$ cat config.mk
export PLATFORM = sky130hd
export DESIGN_NAME = message_ring_queue_top
export DESIGN_NICKNAME = d
export VERILOG_FILES = /design/src/sv/mrq_pkg.sv /design/src/sv/mrq_ram.sv /design/src/sv/message_ring_queue_top.sv
export SDC_FILE = /design/constraint.sdc
export NUM_CORES = 2
export LEC_CHECK = 0
export BUFFER_PORTS_ARGS = -buffer_cell sky130_fd_sc_hd__buf_2
export CORE_MARGIN = 4
export CORE_UTILIZATION = 25
export DETAILED_ROUTE_END_ITERATION = 10
export PLACE_DENSITY = 0.44
export SYNTH_ARGS = -nofsm -noshare
export SYNTH_HDL_FRONTEND = slang
export SYNTH_SLANG_ARGS = --single-unit
export TNS_END_PERCENT = 10
$ cat constraint.sdc
create_clock -name clk -period 6.65 [get_ports clk]
set_input_delay 0.9975 -clock clk [delete_from_list [all_inputs] [get_ports clk]]
set_output_delay 0.9975 -clock clk [all_outputs]
set_load 0.005 [all_outputs]
$ cat src/sv/mrq_pkg.sv
// Package for the message ring queue: sizes, codes and item types.
// Used by message_ring_queue_top and the testbench; depends on nothing else.
package mrq_pkg;

  localparam int SLOT_DEPTH  = 16;
  localparam int SLOT_BYTES  = 16;
  localparam int MAX_RESULTS = 16;
  localparam int LEN_CAP     = (SLOT_BYTES < MAX_RESULTS) ? SLOT_BYTES : MAX_RESULTS;

  localparam int SLOT_IW = (SLOT_DEPTH > 1) ? $clog2(SLOT_DEPTH) : 1;
  localparam int BYTE_IW = (SLOT_BYTES > 1) ? $clog2(SLOT_BYTES) : 1;
  localparam int ADDR_W  = (SLOT_DEPTH * SLOT_BYTES > 1) ?
                           $clog2(SLOT_DEPTH * SLOT_BYTES) : 1;
  localparam int CNT_W   = 5;
  localparam int LEN_W   = 5;
  localparam int CFG_IW  = 1;

  localparam logic [2:0] KIND_PUT_BACK  = 3'd0;
  localparam logic [2:0] KIND_PUT_FRONT = 3'd1;
  localparam logic [2:0] KIND_GET       = 3'd2;
  localparam logic [2:0] KIND_CLEAR     = 3'd3;
  localparam logic [2:0] KIND_TEST      = 3'd4;

  localparam logic [1:0] ST_OK      = 2'd0;
  localparam logic [1:0] ST_EMPTY   = 2'd1;
  localparam logic [1:0] ST_FULL    = 2'd2;
  localparam logic [1:0] ST_INVALID = 2'd3;

  localparam logic [CFG_IW-1:0] CFG_ENTRY_COUNT = 1'd0;
  localparam logic [CFG_IW-1:0] CFG_ENTRY_SIZE  = 1'd1;

  typedef struct packed {
    logic [2:0] kind;
    logic [7:0] data_byte;
    logic       byte_valid;
    logic       last_byte;
    logic [4:0] max_length;
  } in_item_t;

  typedef struct packed {
    logic [1:0] status;
    logic [7:0] out_byte;
    logic       out_valid;
    logic       out_last;
    logic [4:0] copied_length;
    logic       not_empty;
  } out_item_t;

endpackage

$ cat src/sv/mrq_ram.sv
// Generic single-port-write, single-port-read synchronous RAM, registered read.
// Used by message_ring_queue_top for message bytes and message lengths.
module mrq_ram #(
  parameter int DEPTH = 16,
  parameter int WIDTH = 8,
  localparam int AW = (DEPTH > 1) ? $clog2(DEPTH) : 1
) (
  input  logic             clk,
  input  logic             we,
  input  logic [AW-1:0]    waddr,
  input  logic [WIDTH-1:0] wdata,
  input  logic [AW-1:0]    raddr,
  output logic [WIDTH-1:0] rdata
);

  logic [WIDTH-1:0] mem [DEPTH];

  always_ff @(posedge clk) begin
    if (we) begin
      mem[waddr] <= wdata;
    end
  end

  always_ff @(posedge clk) begin
    rdata <= mem[raddr];
  end

endmodule

$ cat src/sv/message_ring_queue_top.sv
// Top level of the message ring queue: control, pointers and registered results.
// Depends on mrq_pkg and on mrq_ram for the byte and length memories.
//
//   channel   ports                               handshake
//   input     start, busy, in_item                start && !busy
//   result    out_strobe, out_item                out_strobe, one cycle each
//   config    cfg_valid, cfg_ready, cfg_index,    cfg_valid && cfg_ready
//             cfg_data
//
// Put, clear, test and a get on an empty ring leave busy low, and the result
// appears in the next cycle. A get of a non-empty ring holds busy in S_GLEN, which
// reads the length memory, then S_GBYTE for one byte read per result, if any.
// Reset clears state, pointers, config and strobe; not data registers or memories.
// Results cannot be stalled, so the output register never holds an item back.
module message_ring_queue_top (
  input  logic                          clk,
  input  logic                          rst_n,
  input  logic                          start,
  output logic                          busy,
  input  mrq_pkg::in_item_t             in_item,
  output logic                          out_strobe,
  output mrq_pkg::out_item_t            out_item,
  input  logic                          cfg_valid,
  output logic                          cfg_ready,
  input  logic [mrq_pkg::CFG_IW-1:0]    cfg_index,
  input  logic [4:0]                    cfg_data
);

  localparam logic [1:0] S_IDLE = 2'd0;
  localparam logic [1:0] S_GLEN = 2'd1;
  localparam logic [1:0] S_GBYTE = 2'd2;

  localparam int SIW = mrq_pkg::SLOT_IW;
  localparam int BIW = mrq_pkg::BYTE_IW;
  localparam int AW  = mrq_pkg::ADDR_W;
  localparam int CW  = mrq_pkg::CNT_W;
  localparam int LW  = mrq_pkg::LEN_W;

  logic [1:0]     state_r, state_nxt;
  logic [4:0]     entry_count_r, entry_count_nxt;
  logic [4:0]     entry_size_r, entry_size_nxt;
  logic [SIW-1:0] head_r, head_nxt;
  logic [CW-1:0]  count_r, count_nxt;
  logic [SIW-1:0] stg_slot_r, stg_slot_nxt;
  logic [LW-1:0]  stg_len_r, stg_len_nxt;
  logic           stg_active_r, stg_active_nxt;
  logic           stg_front_r, stg_front_nxt;
  logic [SIW-1:0] get_head_r, get_head_nxt;
  logic [LW-1:0]  get_max_r, get_max_nxt;
  logic [LW-1:0]  get_len_r, get_len_nxt;
  logic [BIW-1:0] byte_idx_r, byte_idx_nxt;
  logic           out_strobe_r, out_strobe_nxt;
  mrq_pkg::out_item_t out_item_r, out_item_nxt;

  logic [CW-1:0]  ec;
  logic [LW-1:0]  es;
  logic [CW:0]    back_sum;
  logic [CW:0]    front_sum;
  logic [SIW-1:0] back_slot;
  logic [SIW-1:0] front_slot;
  logic [SIW-1:0] slot_cur;
  logic [LW-1:0]  len_cur;
  logic           act_cur;
  logic           front_cur;
  logic [LW-1:0]  len_pick;

  logic           byte_we;
  logic [AW-1:0]  byte_waddr;
  logic [AW-1:0]  byte_raddr;
  logic [7:0]     byte_rdata;
  logic           len_we;
  logic [SIW-1:0] len_raddr;
  logic [LW-1:0]  len_rdata;

  mrq_ram #(.DEPTH(mrq_pkg::SLOT_DEPTH * mrq_pkg::SLOT_BYTES), .WIDTH(8)) u_bytes (
    .clk   (clk),
    .we    (byte_we),
    .waddr (byte_waddr),
    .wdata (in_item.data_byte),
    .raddr (byte_raddr),
    .rdata (byte_rdata)
  );

  mrq_ram #(.DEPTH(mrq_pkg::SLOT_DEPTH), .WIDTH(LW)) u_lengths (
    .clk   (clk),
    .we    (len_we),
    .waddr (stg_slot_nxt),
    .wdata (len_cur),
    .raddr (len_raddr),
    .rdata (len_rdata)
  );

  always_comb begin
    if (entry_count_r == 5'd0) begin
      ec = CW'(1);
    end else if (32'(entry_count_r) > mrq_pkg::SLOT_DEPTH) begin
      ec = CW'(mrq_pkg::SLOT_DEPTH);
    end else begin
      ec = entry_count_r;
    end
    if (entry_size_r == 5'd0) begin
      es = LW'(1);
    end else if (32'(entry_size_r) > mrq_pkg::SLOT_BYTES) begin
      es = LW'(mrq_pkg::SLOT_BYTES);
    end else begin
      es = entry_size_r;
    end
  end

  always_comb begin
    back_sum  = (CW+1)'(head_r) + (CW+1)'(count_r);
    front_sum = (CW+1)'(head_r) + (CW+1)'(ec) - (CW+1)'(1);
    back_slot  = (back_sum >= (CW+1)'(ec)) ? SIW'(back_sum - (CW+1)'(ec)) : SIW'(back_sum);
    if (count_r == ec) begin
      front_slot = head_r;
    end else if (front_sum >= (CW+1)'(ec)) begin
      front_slot = SIW'(front_sum - (CW+1)'(ec));
    end else begin
      front_slot = SIW'(front_sum);
    end
  end

  always_comb begin
    len_pick = len_rdata;
    if (len_pick > get_max_r) begin
      len_pick = get_max_r;
    end
    if (32'(len_pick) > mrq_pkg::LEN_CAP) begin
      len_pick = LW'(mrq_pkg::LEN_CAP);
    end
  end

  always_comb begin
    state_nxt       = state_r;
    entry_count_nxt = entry_count_r;
    entry_size_nxt  = entry_size_r;
    head_nxt        = head_r;
    count_nxt       = count_r;
    stg_slot_nxt    = stg_slot_r;
    stg_len_nxt     = stg_len_r;
    stg_active_nxt  = stg_active_r;
    stg_front_nxt   = stg_front_r;
    get_head_nxt    = get_head_r;
    get_max_nxt     = get_max_r;
    get_len_nxt     = get_len_r;
    byte_idx_nxt    = byte_idx_r;
    out_strobe_nxt  = 1'b0;
    out_item_nxt    = '0;
    out_item_nxt.out_last = 1'b1;
    act_cur   = stg_active_r;
    front_cur = stg_front_r;
    slot_cur  = stg_slot_r;
    len_cur   = stg_len_r;
    byte_we    = 1'b0;
    byte_waddr = AW'(slot_cur) * AW'(mrq_pkg::SLOT_BYTES) + AW'(len_cur);
    byte_raddr = AW'(get_head_r) * AW'(mrq_pkg::SLOT_BYTES) + AW'(byte_idx_r);
    len_we    = 1'b0;
    len_raddr = head_r;

    unique case (state_r)
      S_IDLE: begin
        if (start) begin
          out_strobe_nxt = 1'b1;
          case (in_item.kind) inside
            mrq_pkg::KIND_PUT_BACK, mrq_pkg::KIND_PUT_FRONT: begin
              if (in_item.byte_valid) begin
                if (!act_cur) begin
                  act_cur   = 1'b1;
                  front_cur = (in_item.kind == mrq_pkg::KIND_PUT_FRONT);
                  len_cur   = '0;
                  slot_cur  = front_cur ? front_slot : back_slot;
                end
                byte_waddr = AW'(slot_cur) * AW'(mrq_pkg::SLOT_BYTES) + AW'(len_cur);
                if (len_cur < es) begin
                  byte_we = 1'b1;
                  len_cur = len_cur + LW'(1);
                end
              end
              stg_active_nxt = act_cur;
              stg_front_nxt  = front_cur;
              stg_slot_nxt   = slot_cur;
              stg_len_nxt    = len_cur;
              if (in_item.last_byte) begin
                if (!act_cur || len_cur == '0) begin
                  out_item_nxt.status = mrq_pkg::ST_INVALID;
                end else begin
                  len_we = 1'b1;
                  if (count_r == ec) begin
                    if (!front_cur) begin
                      head_nxt = ((CW+1)'(slot_cur) + (CW+1)'(1) >= (CW+1)'(ec)) ? '0 :
                                 slot_cur + SIW'(1);
                    end
                    out_item_nxt.status = mrq_pkg::ST_FULL;
                  end else begin
                    count_nxt = count_r + CW'(1);
                    if (front_cur) begin
                      head_nxt = slot_cur;
                    end
                  end
                end
                stg_active_nxt = 1'b0;
                stg_len_nxt    = '0;
              end
              out_item_nxt.not_empty = (count_nxt != '0);
            end
            mrq_pkg::KIND_GET: begin
              stg_active_nxt = 1'b0;
              stg_len_nxt    = '0;
              if (count_r == '0) begin
                out_item_nxt.status = mrq_pkg::ST_EMPTY;
              end else begin
                out_strobe_nxt = 1'b0;
                get_head_nxt   = head_r;
                get_max_nxt    = in_item.max_length;
                head_nxt  = ((CW+1)'(head_r) + (CW+1)'(1) >= (CW+1)'(ec)) ? '0 :
                            head_r + SIW'(1);
                count_nxt = count_r - CW'(1);
                state_nxt = S_GLEN;
              end
            end
            mrq_pkg::KIND_CLEAR: begin
              head_nxt       = '0;
              count_nxt      = '0;
              stg_active_nxt = 1'b0;
              stg_len_nxt    = '0;
            end
            mrq_pkg::KIND_TEST: begin
              out_item_nxt.status    = (count_r == '0) ? mrq_pkg::ST_EMPTY : mrq_pkg::ST_OK;
              out_item_nxt.not_empty = (count_r != '0);
            end
            default: begin
              out_item_nxt.not_empty = (count_r != '0);
            end
          endcase
        end
      end
      S_GLEN: begin
        get_len_nxt  = len_pick;
        byte_idx_nxt = '0;
        byte_raddr   = AW'(get_head_r) * AW'(mrq_pkg::SLOT_BYTES);
        if (len_pick == '0) begin
          out_strobe_nxt         = 1'b1;
          out_item_nxt.not_empty = (count_r != '0);
          state_nxt              = S_IDLE;
        end else begin
          state_nxt = S_GBYTE;
        end
      end
      S_GBYTE: begin
        out_strobe_nxt             = 1'b1;
        out_item_nxt.out_byte      = byte_rdata;
        out_item_nxt.out_valid     = 1'b1;
        out_item_nxt.out_last      = (LW'(byte_idx_r) + LW'(1) == get_len_r);
        out_item_nxt.copied_length = get_len_r;
        out_item_nxt.not_empty     = (count_r != '0);
        byte_idx_nxt = byte_idx_r + BIW'(1);
        byte_raddr   = AW'(get_head_r) * AW'(mrq_pkg::SLOT_BYTES) + AW'(byte_idx_nxt);
        if (out_item_nxt.out_last) begin
          state_nxt = S_IDLE;
        end
      end
      default: begin
        state_nxt = S_IDLE;
      end
    endcase

    if (cfg_valid) begin
      unique case (cfg_index)
        mrq_pkg::CFG_ENTRY_COUNT: begin
          entry_count_nxt = cfg_data;
          head_nxt        = '0;
          count_nxt       = '0;
          stg_active_nxt  = 1'b0;
          stg_len_nxt     = '0;
        end
        mrq_pkg::CFG_ENTRY_SIZE: begin
          entry_size_nxt = cfg_data;
        end
        default: begin
        end
      endcase
    end
  end

  always_ff @(posedge clk) begin
    if (!rst_n) begin
      state_r       <= S_IDLE;
      entry_count_r <= 5'd16;
      entry_size_r  <= 5'd16;
      head_r        <= '0;
      count_r       <= '0;
      stg_slot_r    <= '0;
      stg_len_r     <= '0;
      stg_active_r  <= 1'b0;
      stg_front_r   <= 1'b0;
      out_strobe_r  <= 1'b0;
    end else begin
      state_r       <= state_nxt;
      entry_count_r <= entry_count_nxt;
      entry_size_r  <= entry_size_nxt;
      head_r        <= head_nxt;
      count_r       <= count_nxt;
      stg_slot_r    <= stg_slot_nxt;
      stg_len_r     <= stg_len_nxt;
      stg_active_r  <= stg_active_nxt;
      stg_front_r   <= stg_front_nxt;
      out_strobe_r  <= out_strobe_nxt;
    end
  end

  always_ff @(posedge clk) begin
    get_head_r <= get_head_nxt;
    get_max_r  <= get_max_nxt;
    get_len_r  <= get_len_nxt;
    byte_idx_r <= byte_idx_nxt;
    out_item_r <= out_item_nxt;
  end

  assign busy       = (state_r != S_IDLE);
  assign cfg_ready  = 1'b1;
  assign out_strobe = out_strobe_r;
  assign out_item   = out_item_r;

endmodule

# Word-level counts from Yosys, hierarchy flattened

Memory sizes are Yosys's and may differ from the RTL's. A register that Yosys moved wholly into a read port is not among the register bits.
Index checks and enable logic that the tools add are counted.

Register bits: 69
Latch bits: 0
Bits in writable memories: 2128
Bits in read-only memories: 0
Logic and storage cells: 222
Memories: 2

Memories:

| memory        | depth | width | rd ports | clocked after Yosys merged registers in | write ports | line          | source |
|---|---|---|---|---|---|---|---|
| u_bytes.mem   | 256   | 8     | 1        | 1                                       | 1           | mrq_ram.sv:16 | `logic [WIDTH-1:0] mem [DEPTH];` |
| u_lengths.mem | 16    | 5     | 1        | 1                                       | 1           | mrq_ram.sv:16 |  |

Add/subtract/negate cells: 18
Multipliers: 0
Divide/modulo/power cells: 0
Order comparisons: 9
Equal/unequal tests: 13
Shift operators: 0
Mux-type cells: 137
Bitwise logic cells: 3
Reductions and logical operators: 20

Operators by type and width:

| operator                                      | count |
|---|---|
| two-way mux 5 bit                             | 41 |
| two-way mux 4 bit                             | 31 |
| two-way mux 1 bit                             | 45 |
| two-way mux 8 bit                             | 4 |
| zero test 5 bit                               | 5 |
| two-way mux 2 bit                             | 10 |
| adder 8 x 4 -> 8 bit                          | 2 |
| adder 8 x 5 -> 8 bit                          | 2 |
| one-hot mux 8 bit (2 select lines)            | 1 |
| adder 4 x 1 -> 5 bit, second input constant   | 3 |
| > comparator 5 bit, second input constant     | 3 |
| adder 4 x 1 -> 4 bit, second input constant   | 3 |
| adder 4 x 5 -> 6 bit                          | 2 |
| greater-or-equal comparator 6 x 5 -> 1 bit    | 2 |
| adder 5 x 1 -> 5 bit, second input constant   | 2 |
| == test 5 bit                                 | 2 |
| greater-or-equal comparator 5 bit             | 2 |
| != test 2 bit, second input constant          | 5 |
| AND reduction 5 bit                           | 2 |
| nonzero test 5 bit                            | 2 |
| one-hot mux 4 bit (2 select lines)            | 1 |
| subtractor 4 bit                              | 2 |
| two-way mux 7 bit                             | 1 |
| == test 3 x 2 -> 1 bit, second input constant | 2 |
| other kinds (19)                              | 25 |

# Depth between registers and ports, before layout

Depth after elaboration: 30
Mapped depth: 27

# Modules after synthesis

A second synthesis with hierarchy kept.

Cells, all modules: 4586
Area total of the unflattened synthesis: 88509.9 µm²

By module, submodules not included:

| module                 | times used | cells an instance | area an instance (µm²) |
|---|---|---|---|
| mrq_ram at u_bytes     | 1          | 3733              | 79556.3 |
| message_ring_queue_top | 1          | 698               | 5740.5 |
| mrq_ram at u_lengths   | 1          | 155               | 3213.1 |

# Least setup slack after synthesis

No wires, ideal clock.

Path kind: register -> register
From: register entry_count_r[4]
To: memory u_bytes.mem[119][0], enable pin
Setup time: 395 ps
Arrival: 5485 ps
Slack: 770 ps
Cell stages (with the launch flop): 24
Buffers on the path: 2
Period minus slack after synthesis: 5880 ps
Cell sequence: dfxtp_1 -> nor4_1 -> nor2_1 -> ha_1 -> inv_1 -> ha_1 -> fa_1 -> xor2_1 -> ha_1 -> or3_1 -> nor3_2 -> o221ai_2 -> mux2_2 -> o21a_1 -> nor3_1 -> a21oi_1 -> ha_1 -> xnor2_1 -> nand2_1 -> o21ai_1 -> mux2_2 -> buf_2 -> buf_2 -> nor4_1

Longest elaborated chain between the ends: 19

Ends and longest elaborated chain:

| item                                                                                  | line                                                         | source |
|---|---|---|
| start, declared                                                                       | message_ring_queue_top.sv:40                                 | `logic [4:0] entry_count_r, entry_count_nxt;` |
| start signal, assigned                                                                | message_ring_queue_top.sv:299                                | `entry_count_r <= entry_count_nxt;` |
| > comparator 5 bit                                                                    | message_ring_queue_top.sv:96                                 | `end else if (32'(entry_count_r) > mrq_pkg::SLOT_DEPTH) begin` |
| two-way mux 5 bit                                                                     | message_ring_queue_top.sv:96                                 |  |
| two-way mux 5 bit (*)                                                                 | message_ring_queue_top.sv:94                                 | `if (entry_count_r == 5'd0) begin` |
| adder 4 x 5 -> 6 bit                                                                  | message_ring_queue_top.sv:112                                | `front_sum = (CW+1)'(head_r) + (CW+1)'(ec) - (CW+1)'(1);` |
| subtractor 6 x 1 -> 6 bit                                                             | message_ring_queue_top.sv:112                                |  |
| greater-or-equal comparator 6 x 5 -> 1 bit / subtractor 4 bit (equally long branches) | message_ring_queue_top.sv:116, message_ring_queue_top.sv:117 |  |
| two-way mux 4 bit                                                                     | message_ring_queue_top.sv:116                                | `end else if (front_sum >= (CW+1)'(ec)) begin` |
| two-way mux 4 bit                                                                     | message_ring_queue_top.sv:114                                | `if (count_r == ec) begin` |
| [... 3 more ...]                                                                      | --                                                           |  |
| two-way mux 4 bit (*)                                                                 | message_ring_queue_top.sv:164                                | `case (in_item.kind) inside` |
| two-way mux 4 bit (*)                                                                 | message_ring_queue_top.sv:162                                | `if (start) begin` |
| two-way mux 4 bit (*)                                                                 | message_ring_queue_top.sv:160                                | `unique case (state_r)` |
| adder 8 x 5 -> 8 bit (*)                                                              | message_ring_queue_top.sv:173                                | `byte_waddr = AW'(slot_cur) * AW'(mrq_pkg::SLOT_BYTES) + AW'(len_cur);` |
| two-way mux 8 bit (*)                                                                 | message_ring_queue_top.sv:166                                | `if (in_item.byte_valid) begin` |
| two-way mux 8 bit (*)                                                                 | message_ring_queue_top.sv:164                                |  |
| two-way mux 8 bit (*)                                                                 | message_ring_queue_top.sv:162                                |  |
| two-way mux 8 bit (*)                                                                 | message_ring_queue_top.sv:160                                |  |
| end, declared                                                                         | mrq_ram.sv:16                                                |  |

Mark *: on every way between the ends. The rest lies on a longest branch, timed or not. The select of a mux whose other input is x is not followed.

# Final worst setup path

From: register entry_count_r[4]
To: memory u_bytes.mem[145][5], enable pin

The elaborated chain is that of the path after synthesis.

==> summary.md <==
| Metric | Value |
|---|---|
| Status | `finished clean` |
| DR WL/cell | `27.2 µm` |
| Ys flop type | `edfxtp_1` |
| Mapped cell area | `89200 µm²` |
| Ys async rst share | `0%` |
| RSZ-0062 raised after global routing | `true` |
| Minimum clock period | `6.26 ns` |
| Vias post-DR | `47693` |
| FP Rows | `219` |
| Final wirelength | `273000 µm` |
| Top Ports | `49` |
| Share of layout cells above drive strength 1 | `29.9%` |
| Synth Net Count | `4756` |
| CP startpoint kind | `flip-flop` |
| Hold path depth | `1` |
| Post-synthesis cell type count | `75` |
| Most frequent cells in the layout | `edfxtp_1, mux4_2, nand2_1` |
| LEAKAGE | `32.8 nW` |
| Largest net degree at the start of global routing | `160` |
| Number of flops mapped to enable cells by yosys | `2146` |
| Worst EP arrival | `6.75 ns` |
| CTS tree | `built` |
| Vias per inst | `4.75` |
| Total Power | `29.4 mW` |
| Synth Register Bits | `2210` |
| PwrDens | `276 nW/µm²` |
| Setup Skew | `0.109 ns` |
| Worst skew pair latency | `0.92 ns` |
| Gr usage total | `14.5%` |
| Number of port buffers | `47` |
| Max FO, Critical Path | `17` |
| Worst Path Required | `7.14 ns` |
| Overflow after GRT | `0` |
| Clock Sink Count | `2210` |
| Vias in the first global route | `48527` |
| YS warnings | `0` |
| Max H-tree Level | `4` |
| Residual DRC | `0` |
| FF-to-FF path depth | `21` |
| Slew Viols, Final | `0` |
| NumNets Final | `5173` |
| Die width | `605 µm` |
| Crit path kind | `reg -> reg` |
| Filler cells | `34920` |
| Hold Buf Count CTS | `0` |
| RePlAce Congestion | `0.813` |
| Syn avg cell area | `19.1 µm²` |
| Clock tree buffer depth | `4` |
| Drt initial violations | `4634` |
| CTS root buffer | `clkbuf_16` |
| CP endpoint kind | `flip-flop` |
| Max cap viols | `0` |
| Post-synthesis sequential area ratio | `73.6%` |
| Clk slew on worst S/H paths | `0.06 ns` |
| Relative slew margins | `9.42%` |
| Final period utilization | `94.1%` |
| TritonCTS buffer count | `236` |
| VDD IR max | `0.000218 V` |
| Placeable Area | `356000 µm²` |
| Initial antenna violation count | `22` |
| Hold crit path type | `in -> reg` |
| Die Y-Extent | `605 µm` |
| Commonest non-fill, non-tap cell in the layout | `edfxtp_1` |
| Highest Clock Rate | `160 MHz` |
| Worst-Margin Slew | `1.35 ns` |
| Final Setup Violations | `0` |
| Global-route wire length before repair | `384000 µm` |
| Final ANT Viol Nets | `0` |
| Hpwl dp | `172000 µm` |
| Starting density of the core | `25.1%` |
| First drt pass iteration count | `6` |
| Worst hold slack | `0.242 ns` |
| Final hold vios | `0` |
| Area grow syn2layout | `19.2%` |
| Die area | `367000 µm²` |
| Post-Syn Instances | `4668` |
## cell families (layout without fill, tap and decap cells)
family / Yosys count / in the layout / synth area share, %
and+or+nand+nor: 1073 / 1073 / 6.17
buffers and inverters: 338 / 943 / 1.65
xor gates and xnor gates: 27 / 27 / 0.265
DFF: 2210 / 2210 / 73.6
adders and majority gates: 60 / 60 / 0.866
AOI/OAI and AO/OA: 343 / 343 / 2.62
muxes: 616 / 616 / 14.8
other: 1 / 11 / 0.00420
## flip-flops by register name (all words and copies together), names as in the netlist
register         count
u_lengths.rdata      5
stg_slot_r           4
stg_len_r            5
u_bytes.rdata        8
entry_count_r        5
state_r              2
out_strobe           1
stg_front_r          1
head_r               4
out_item            18
u_lengths.mem       80
u_bytes.mem       2048
get_max_r            5
entry_size_r         5
stg_active_r         1
count_r              5
get_len_r            5
get_head_r           4
byte_idx_r           4
## critical path: stages (launching register included)
cell	delay [ns]
dfxtp_1	0.47
nor4_2	0.11
nor2_1	0.15
ha_1	0.16
inv_1	0.04
ha_1	0.22
fa_1	0.46
xor2_1	0.19
ha_1	0.33
o21a_1	0.13
o21ai_0	0.13
buf_4	0.18
o2111ai_1	0.19
nand3b_1	0.15
o211ai_1	0.32
o21ai_0	0.16
ha_1	0.28
ha_1	0.43
nand2b_1	0.22
o21a_2	0.38
buf_4	0.33
nor4_2	0.84
## metal layers
metal  GRT usage (%)  vias to the layer above  share of wire [%]
li1                -                    20065                  -
met1            21.0                    25835                 45
met2            22.8                     1461                 46
met3            2.38                      320                5.7
met4            3.51                       12                2.4
met5               0                        -              0.032
## worst paths after layout
| check | startpoint | endpoint | slack (ns) |
|---|---|---|---|
| worst max-delay path | entry_count_r[4] | u_bytes.mem[145][5] | 0.39 |
| worst min-delay path | in_item[1] | get_max_r[1] | 0.24 |
| worst max register to register | entry_count_r[4] | u_bytes.mem[145][5] | 0.39 |
| worst min register to register | get_len_r[3] | out_item[4] | 0.48 |
## Yosys cell counts (8+ instances only)
cell	number	area, µm²
edfxtp_1	2146	64400
inv_1	44	165
a221oi_1	10	87.6
and3_1	18	113
a32oi_1	20	175
nor4_2	56	701
nor2_1	86	323
buf_1	22	82.6
a311oi_1	10	87.6
dfxtp_1	64	1280
or3_1	8	50.1
nand3b_1	10	75.1
xnor2_1	19	166
o31ai_1	12	90.1
xor2_1	8	70.1
and4_1	8	70.1
nand3_1	117	586
buf_2	113	566
a41oi_1	8	70.1
a211oi_1	32	240
ha_1	57	713
o21ai_0	60	300
o221ai_1	9	78.8
o211ai_1	17	128
clkbuf_1	149	559
nand4_1	24	150
nand2_1	426	1600
nor4_1	79	494
mux4_2	561	12600
nor2b_1	18	113
mux2i_1	50	500
a31oi_1	12	75.1
a21o_1	13	97.6
o21ai_1	19	95.1
o22ai_1	11	68.8
a21oi_1	57	285
o21a_1	11	82.6
nor3_1	145	726
nand2b_1	19	119
and2_1	39	244
## report_power, final
group	switching [mW]	internal, mW	leakage (nW)	total (mW)
combinational	0.741	0.330	9.24	1.07
sequential	0.0149	15.3	19.8	15.3
clock	5.51	7.55	3.69	13.1
## cell type report
class	instances	area, µm²	share of cell area [%]
clock buffer	289	6290	5.91
multi-input combinational	2120	22900	21.5
inverter	45	169	0.159
sequential	2210	65700	61.8
tap	4751	5940	5.59
clock inverter	137	1310	1.23
antenna	10	25.0	0.0235
timing repair buffer	472	4070	3.82
## stage by stage
step / TNS [ns] / setup slack (ns) / cells / util (%) / instance area [µm²]
6_report: 0 / 0.390 / 10034 / 29.9 / 106000
3_3_place_gp: -2.72 / -0.161 / 9597 / 27.7 / 98500
2_1_floorplan: 0 / 0.770 / 4668 / - / 89200
4_1_cts: 0 / 0.000195 / 10023 / 29.8 / 106000
5_1_grt: 0 / 0.000696 / 10028 / 29.9 / 106000
3_5_place_dp: -0.809 / -0.0450 / 9597 / 27.7 / 98500
## repair_timing
item | 4_1_cts | 5_1_grt
buffers inserted | 0 | 0
endpoints found under the setup margin | 8 | 524
pin swaps | 0 | 0
resized for setup | 1 | 46
No activity file was read; power rests on OpenSTA's default activity.
